**config.mk**
```make
export PLATFORM = sky130hd
export DESIGN_NAME = dcct_ctrl
export DESIGN_NICKNAME = d
export VERILOG_FILES = /design/src/hdl/dcct_pkg.sv /design/src/hdl/dcct_ctrl.sv
export SDC_FILE = /design/constraint.sdc
export NUM_CORES = 1
export LEC_CHECK = 0
export ABC_AREA = 1
export BUFFER_PORTS_ARGS = -buffer_cell sky130_fd_sc_hd__buf_2
export CORE_AREA = 2 2 39 41
export CTS_CLUSTER_DIAMETER = 150
export DETAILED_ROUTE_END_ITERATION = 12
export DIE_AREA = 0 0 41 43
export HOLD_SLACK_MARGIN = 0.12
export PLACE_DENSITY = 0.5
export SLEW_MARGIN = 5
export SYNTH_ARGS = -nofsm -noshare
export SYNTH_HDL_FRONTEND = slang
export SYNTH_SLANG_ARGS = --single-unit
```
**constraint.sdc**
```tcl
create_clock -name clk -period 1.3 [get_ports clk]
set_input_delay 0.13 -clock clk [delete_from_list [all_inputs] [get_ports clk]]
set_output_delay 0.13 -clock clk [all_outputs]
set_load 0.05 [all_outputs]
```
**src/hdl/dcct_pkg.sv**
```systemverilog
`default_nettype none
package dcct_pkg;

  localparam int MaxTrianglesDefault = 4096;
  localparam int CoordWidthDefault = 24;
  localparam int DistW = 23;
  localparam int CfgIdxW = 3;

  typedef enum logic [CfgIdxW-1:0] {
    REG_VIEWER_X      = 3'd0,
    REG_VIEWER_Y      = 3'd1,
    REG_VIEWER_Z      = 3'd2,
    REG_ADD_DISTANCE  = 3'd3,
    REG_SLOP_DISTANCE = 3'd4,
    REG_NUM_TRIANGLES = 3'd5
  } reg_index_t;

  typedef enum logic [1:0] {
    ACT_NONE     = 2'd0,
    ACT_REMOVED  = 2'd1,
    ACT_INSERTED = 2'd2
  } action_t;

  typedef enum logic [2:0] {
    PH_IDLE,
    PH_FILL,
    PH_X,
    PH_Y,
    PH_Z,
    PH_ADD,
    PH_REM,
    PH_FIN
  } phase_t;

  typedef struct packed {
    logic   accept;
    phase_t phase;
    logic   commit;
  } ctrl_cmd_t;

  typedef struct packed {
    logic fill_last;
    logic out_busy;
  } dp_status_t;

endpackage
`default_nettype wire

```
**src/hdl/dcct_ctrl.sv**
```systemverilog
`default_nettype none
module dcct_ctrl (
  input  wire logic                clk,
  input  wire logic                rst,
  input  wire logic                s_tvalid,
  output logic                     s_tready,
  input  wire logic                s_tuser,
  input  wire dcct_pkg::dp_status_t status,
  output dcct_pkg::ctrl_cmd_t      cmd
);
  import dcct_pkg::*;

  typedef enum logic [2:0] {
    S_IDLE, S_FILL, S_X, S_Y, S_Z, S_ADD, S_REM, S_FIN
  } state_t;

  state_t state;

  always_ff @(posedge clk) begin
    if (rst) begin
      state <= S_IDLE;
    end else begin
      unique case (state)
        S_IDLE: if (s_tvalid) state <= s_tuser ? S_X : S_FILL;
        S_FILL: if (status.fill_last) state <= S_FIN;
        S_X:    state <= S_Y;
        S_Y:    state <= S_Z;
        S_Z:    state <= S_ADD;
        S_ADD:  state <= S_REM;
        S_REM:  state <= S_FIN;
        S_FIN:  if (!status.out_busy) state <= S_IDLE;
        default: state <= S_IDLE;
      endcase
    end
  end

  assign s_tready = (state == S_IDLE);

  always_comb begin
    cmd.accept = s_tvalid && s_tready;
    cmd.commit = (state == S_FIN) && !status.out_busy;
    unique case (state)
      S_IDLE:  cmd.phase = PH_IDLE;
      S_FILL:  cmd.phase = PH_FILL;
      S_X:     cmd.phase = PH_X;
      S_Y:     cmd.phase = PH_Y;
      S_Z:     cmd.phase = PH_Z;
      S_ADD:   cmd.phase = PH_ADD;
      S_REM:   cmd.phase = PH_REM;
      S_FIN:   cmd.phase = PH_FIN;
      default: cmd.phase = PH_IDLE;
    endcase
  end

endmodule
`default_nettype wire

```
* Yosys cells after proc, flatten, opt, wreduce, memory -nomap -nowiden
Memories as Yosys holds them, arrays and structs flattened. A register that Yosys moved wholly into a read port is not among the register bits. Index checks and enable logic that the tools add are counted. Widths: inputs -> output; s select.
Cells by class: $add $sub $neg 0, multiply operators 0, div/mod/pow operators 0, order comparisons 0, equality and inequality tests 10, shift operators 0, mux-type cells 7, bitwise operators 0, reduce and logical (&&, ||, !) cells 5
Operators with widths (count):
- $pmux 3 s8 | 1
- $mux 3 | 5
- $eq 3x3->1 const B | 4
- $eq 3x2->1 const B | 2
- $ne 2x2->1 const B | 3
- $eq 3x1->1 const B | 1
- $logic_not 3->1 | 1
- $reduce_and 3->1 | 1
- $logic_and 1x1->1 | 2
- $mux 2 | 1
- $logic_not 1->1 | 1
Storage, ports and cells: register bits after elaboration 3, bits in latches 0, RAM bits 0, memory bits (read-only) 24, bits of input ports 6, output and inout port bits 6, logic and storage cells 24, memories 1
Memory list:
- (no name shown) | words 8, width 3, rd ports 1, clocked after Yosys merged registers in 1, write ports 0, RTL line dcct_ctrl.sv:42 | unique case (state)

* Longest topological paths before layout
Gate-level depths: netlist of run 1.
depth after elaboration 5, depth in mapped cells 7, depth with buffers taken out 6

* Worst setup path before layout of run 1
No wires, ideal clock.
kind reg2out, start register state[0], end output port cmd[4] (netlist bit), arrival time 1.601 ns, data required time 1.170 ns, setup slack -0.431 ns, cell stages (with the launch flop) 5, buffers on the path 1, cell sequence dfxtp_1 -> buf_4 -> inv_2 -> nand2_2 -> nor3_1
RTL lines:
- start, declared | RTL line dcct_ctrl.sv:17 | state_t state;
- start signal, assigned | RTL line dcct_ctrl.sv:24 | S_IDLE: if (s_tvalid) state <= s_tuser ? S_X : S_FILL;
- end, declared | RTL line dcct_ctrl.sv:9 | output dcct_pkg::ctrl_cmd_t cmd

==> results of run 1 <==
[worst max-delay path, stage by stage, from the launching register on]
cell and delay (ps):
dfxtp_2 360, inv_2 90, nand2_2 70, nor3_2 110, buf_4 220
[path summary, 6_finish.rpt]
path	end	slack (ps)	cells past startpoint
max	cmd[4]	80	4
min	state[2]	230	3
max reg2reg	cmd[2]	300	4
min reg2reg	state[2]	520	2
[synthesized netlist by cell type, drive strengths merged]
library cell / instances
buf: 1
nand2: 5
nand4: 1
xnor2: 1
nor3: 2
nor2: 3
o21ai: 2
a21oi: 3
inv: 5
dfxtp: 6
nand3: 5
[state kept, by name, summed over array words and instances, names as in the netlist]
| register | count |
|---|---|
| cmd | 3 |
| state | 3 |
[logic make-up after synthesis]
kind of cell | after synthesis | synth area share [%]
flip-flops | 6 | 44.2
AND/OR/NAND/NOR | 16 | 30.9
XOR/XNOR | 1 | 3.23
buffers and inverters | 6 | 9.68
AO/OA/AOI/OAI | 5 | 12.0
[metal layers]
layer	wire, um	track usage [%]	vias up
li1	-	-	139
met1	286	9.74	99
met2	237	10.0	8
met3	50	4.71	2
met4	8	6.00	0
met5	0	0	-
[layout make-up]
| type | count | area (um^2) |
|---|---|---|
| repair buffers | 12 | 70.1 |
| well taps | 16 | 20.0 |
| inverters | 5 | 18.8 |
| multi-input cells | 22 | 138 |
| fillers | 152 | 991 |
| clock buffers | 3 | 22.5 |
| flip-flops and latches | 6 | 124 |
[through the flow]
stage	TNS [ps]	hold slack [ps]
2_1_floorplan	-1.74	202
3_3_place_gp	0	325
3_5_place_dp	0	330
4_1_cts	0	238
5_1_grt	0	263
6_report	0	232
[placed cells by master (no fill, tap or decap)]
cell type / synthesis / final
a21oi_1: 1 / 1
a21oi_2: 2 / 2
buf_2: 0 / 9
buf_4: 1 / 2
clkbuf_4: 0 / 3
dfxtp_1: 6 / 3
dfxtp_2: 0 / 3
dlygate4sd3_1: 0 / 1
inv_1: 4 / 4
inv_2: 1 / 1
nand2_1: 4 / 4
nand2_2: 1 / 1
nand3_1: 4 / 4
nand3_2: 1 / 1
nand4_1: 1 / 1
nor2_2: 2 / 3
nor3_2: 0 / 2
o21ai_0: 1 / 1
o21ai_1: 1 / 1
xnor2_1: 1 / 1
[what timing repair did]
action / 4_1_cts / 5_1_grt
setup endpoints to repair: 2 / 2
buffers inserted: 0 / 0
resized for setup: 2 / 4
hold buffers: 1 / 0
hold endpoints to repair: 2 / 0
==> flow_metrics.py, run 1 <==
metrics = {
    "outcome": {
        "outcome": "completed",
    },
    "floorplan": {
        "rows": 14,
        "dieArea_um2": 1760,
        "die_w_um": 41,
        "die_y_um": 43,
        "initial_core_util_pct": 19.6,
        "core_um2": 1380,
        "ioPinCount": 12,
    },
    "placement": {
        "place_ws_ps": 184,
        "dpl_cell_area_um2": 352,
        "port_buffers": 11,
        "place_congestion": 0.795,
        "post-dp-hpwl_um": 459,
        "place_inst": 60,
    },
    "worst_hold_path": {
        "hold_path.class": "input port to flip-flop",
        "min_from": "status[0]",
    },
    "route": {
        "route.vias.total": 248,
        "avgRoutedWirePerCell_um": 9.11,
        "drt_iter0_drc": 5,
        "ant_nets": 0,
        "viasPerCell": 3.88,
        "drc": 0,
        "routed_wl_um": 583,
        "drt-pass1-iter-count": 3,
    },
    "global_routing": {
        "antenna_found_initial": 0,
        "first_global_vias": 227,
        "track_usage_pct": 8.06,
        "grt_pass1_wl_um": 897,
        "gr-total-overflow": 0,
        "grt_max_degree": 8,
    },
    "critical_path": {
        "crit_type": "flip-flop to output pin",
        "cp-end-kind": "output pin",
        "startpoint": "state[0]",
        "worst_ep_arrival_time_ps": 1090,
        "required_ps": 1170,
        "critPathMaxFanout": 7,
        "start_kind": "flip-flop",
        "r2r_start": "state[1]",
    },
    "sta": {
        "setup_viol": 0,
        "min_period_over_period_pct": 93.5,
        "hold_viol_final": 0,
        "min_period_ps": 1220,
        "timing.fmax_mhz": 822,
        "slew_headroom_pct": 83.3,
        "fin_skew_ps": 3.37,
        "finalMaxSlewViolations": 0,
        "rsz0062_at_grt": "false",
        "setup_ws_ps": 84.0,
        "worst_slew_pin_slew_ps": 252,
    },
    "yosys": {
        "synth_area_leaders": "dfxtp_1 (44%), nand3_1 (7.4%), a21oi_2 (6.5%)",
        "syn-num-nets": 40,
        "avgSynthCellArea_um2": 7.99,
        "ys_seq_area_share_pct": 44.2,
        "syn_area_um2": 272,
        "ys_warn_count": 0,
        "yosysTopAreaCell": "dfxtp_1",
        "synth_cell_types": 17,
        "syn_inst": 34,
        "synth_top_area_share_pct": 44.2,
        "ys_ff_latch": 6,
    },
    "clocking": {
        "cts_buffers": 3,
        "cts.path.max_buffers": 2,
        "htreeDepth": 1,
        "cts_tree": "done",
        "cts-root-buf": "clkbuf_4",
        "clkTransAtPathRegs_ps": 40,
        "cts.sinks": 6,
        "clock_latency_ps": 240,
    },
    "final_layout": {
        "final_core_util_pct": 28.4,
        "post-route-cell-area_um2": 393,
        "drive_above_1_share_pct": 56.3,
        "antennaDiodeCount": 0,
        "final_nets": 56,
        "area_growth_pct": 44.7,
        "fin_cells": 64,
    },
    "job": {
        "drv_cap": 0,
    },
}
Power of run 1 is not shown: default switching activity piles up to over one toggle a cycle in this logic, so the estimate is an artifact.
==> run 2: changes to the inputs <==
Settings changed: REMOVE_ABC_BUFFERS set to 1, TNS_END_PERCENT set to 5.
==> flow_metrics.py, run 2 (same netlist as run 1, synthesis figures left out) <==
metrics = {
    "final_layout": {
        "final_nets": 56,
        "mostFrequentLayoutCells": "buf_2 (9), nand3_1 (4), nand2_1 (4), inv_1 (4)",
        "area_growth_pct": 41.9,
        "post-route-cell-area_um2": 385,
        "antennaDiodeCount": 0,
        "final_common_cell": "buf_2",
        "drive_above_1_share_pct": 52.1,
        "fill_cells": 159,
    },
    "route": {
        "ant_nets": 0,
        "avgRoutedWirePerCell_um": 8.63,
        "drt_iter0_drc": 0,
        "route.vias.total": 254,
        "drc": 0,
        "viasPerCell": 3.97,
        "routed_wl_um": 552,
        "drt-pass1-iter-count": 1,
    },
    "sta": {
        "whs_ps": 241,
        "worst_slew_pin_slew_ps": 250,
        "rsz0062_at_grt": "false",
        "timing.fmax_mhz": 837,
        "hold_viol_final": 0,
        "min_period_ps": 1200,
        "slew_headroom_pct": 83.5,
        "min_period_over_period_pct": 91.9,
        "setup_tns_ps": 0,
        "fin_skew_ps": 6.27,
        "setup_viol": 0,
        "finalMaxSlewViolations": 0,
    },
    "clocking": {
        "clock_latency_ps": 240,
        "cts.sinks": 6,
        "cts_buffers": 3,
        "htreeDepth": 1,
        "cts.path.max_buffers": 2,
        "clkTransAtPathRegs_ps": 40,
        "cts_tree": "done",
        "cts-root-buf": "clkbuf_4",
    },
    "floorplan": {
        "rows": 14,
        "initial_core_util_pct": 19.6,
        "die_y_um": 43,
        "dieArea_um2": 1760,
        "ioPinCount": 12,
        "core_um2": 1380,
        "die_w_um": 41,
    },
    "global_routing": {
        "antenna_found_initial": 0,
        "grt_pass1_wl_um": 979,
        "track_usage_pct": 9.06,
        "grt_max_degree": 8,
        "first_global_vias": 257,
        "gr-total-overflow": 0,
    },
    "placement": {
        "dpl_cell_area_um2": 339,
        "place_congestion": 0.771,
        "port_buffers": 11,
        "post-dp-hpwl_um": 422,
    },
    "critical_path": {
        "cp-end-kind": "output pin",
        "crit_type": "flip-flop to output pin",
        "r2r_setup_slack_ps": 300,
        "start_kind": "flip-flop",
        "critPathMaxFanout": 7,
        "required_ps": 1170,
        "worst_ep_arrival_time_ps": 1070,
    },
    "worst_hold_path": {
        "hold_path.class": "input port to flip-flop",
    },
    "job": {
        "drv_cap": 0,
    },
    "outcome": {
        "outcome": "completed",
    },
}
## run 2: cell counts in the layout (fill, tap and decap cells not counted)
No cell type changed its count.
## run 2: per-stage QoR
stage          util (%)  worst slack, ps  std cells
2_1_floorplan         -             -380         33
3_3_place_gp       24.5              232         60
3_5_place_dp       24.5              228         60
4_1_cts            27.2             7.57         64
5_1_grt            27.8             22.9         64
6_report           27.8              105         64
## run 2: critical path, stage by stage (launching register included)
cell and delay [ps]:
dfxtp_2 350, inv_2 90, nand2_2 70, nor3_2 100
buf_4 220
## run 2: path summary, 6_finish.rpt
check | start | to | cells past startpoint
setup / recovery | state[0] | cmd[4] | 4
hold reg to reg | state[2] | state[2] | 2
setup reg to reg | state[1] | state[0] | 5
hold / removal | status[0] | state[2] | 3
## run 2: area by class of cell
type	instances	area [um^2]	area share, %
clock buffers	3	22.5	5.84
inverters	5	18.8	4.87
multi-input cells	22	130	33.8
flip-flops and latches	6	124	32.1
well taps	16	20.0	5.19
repair buffers	12	70.1	18.2
## run 2: routing by layer
metal  part of all wire [%]  track usage (%)
met5                      0                0
met4                    3.4             12.0
met3                    7.2             3.14
met2                     43             10.3
met1                     46             10.7
## run 2: timing repair
item,4_1_cts,5_1_grt
hold buffers,1,0
resized for setup,2,4
pin swaps,0,0
setup buffers,0,0
hold endpoints to repair,2,0
setup endpoints to repair,2,3
Power of run 2 is left out for the same reason.
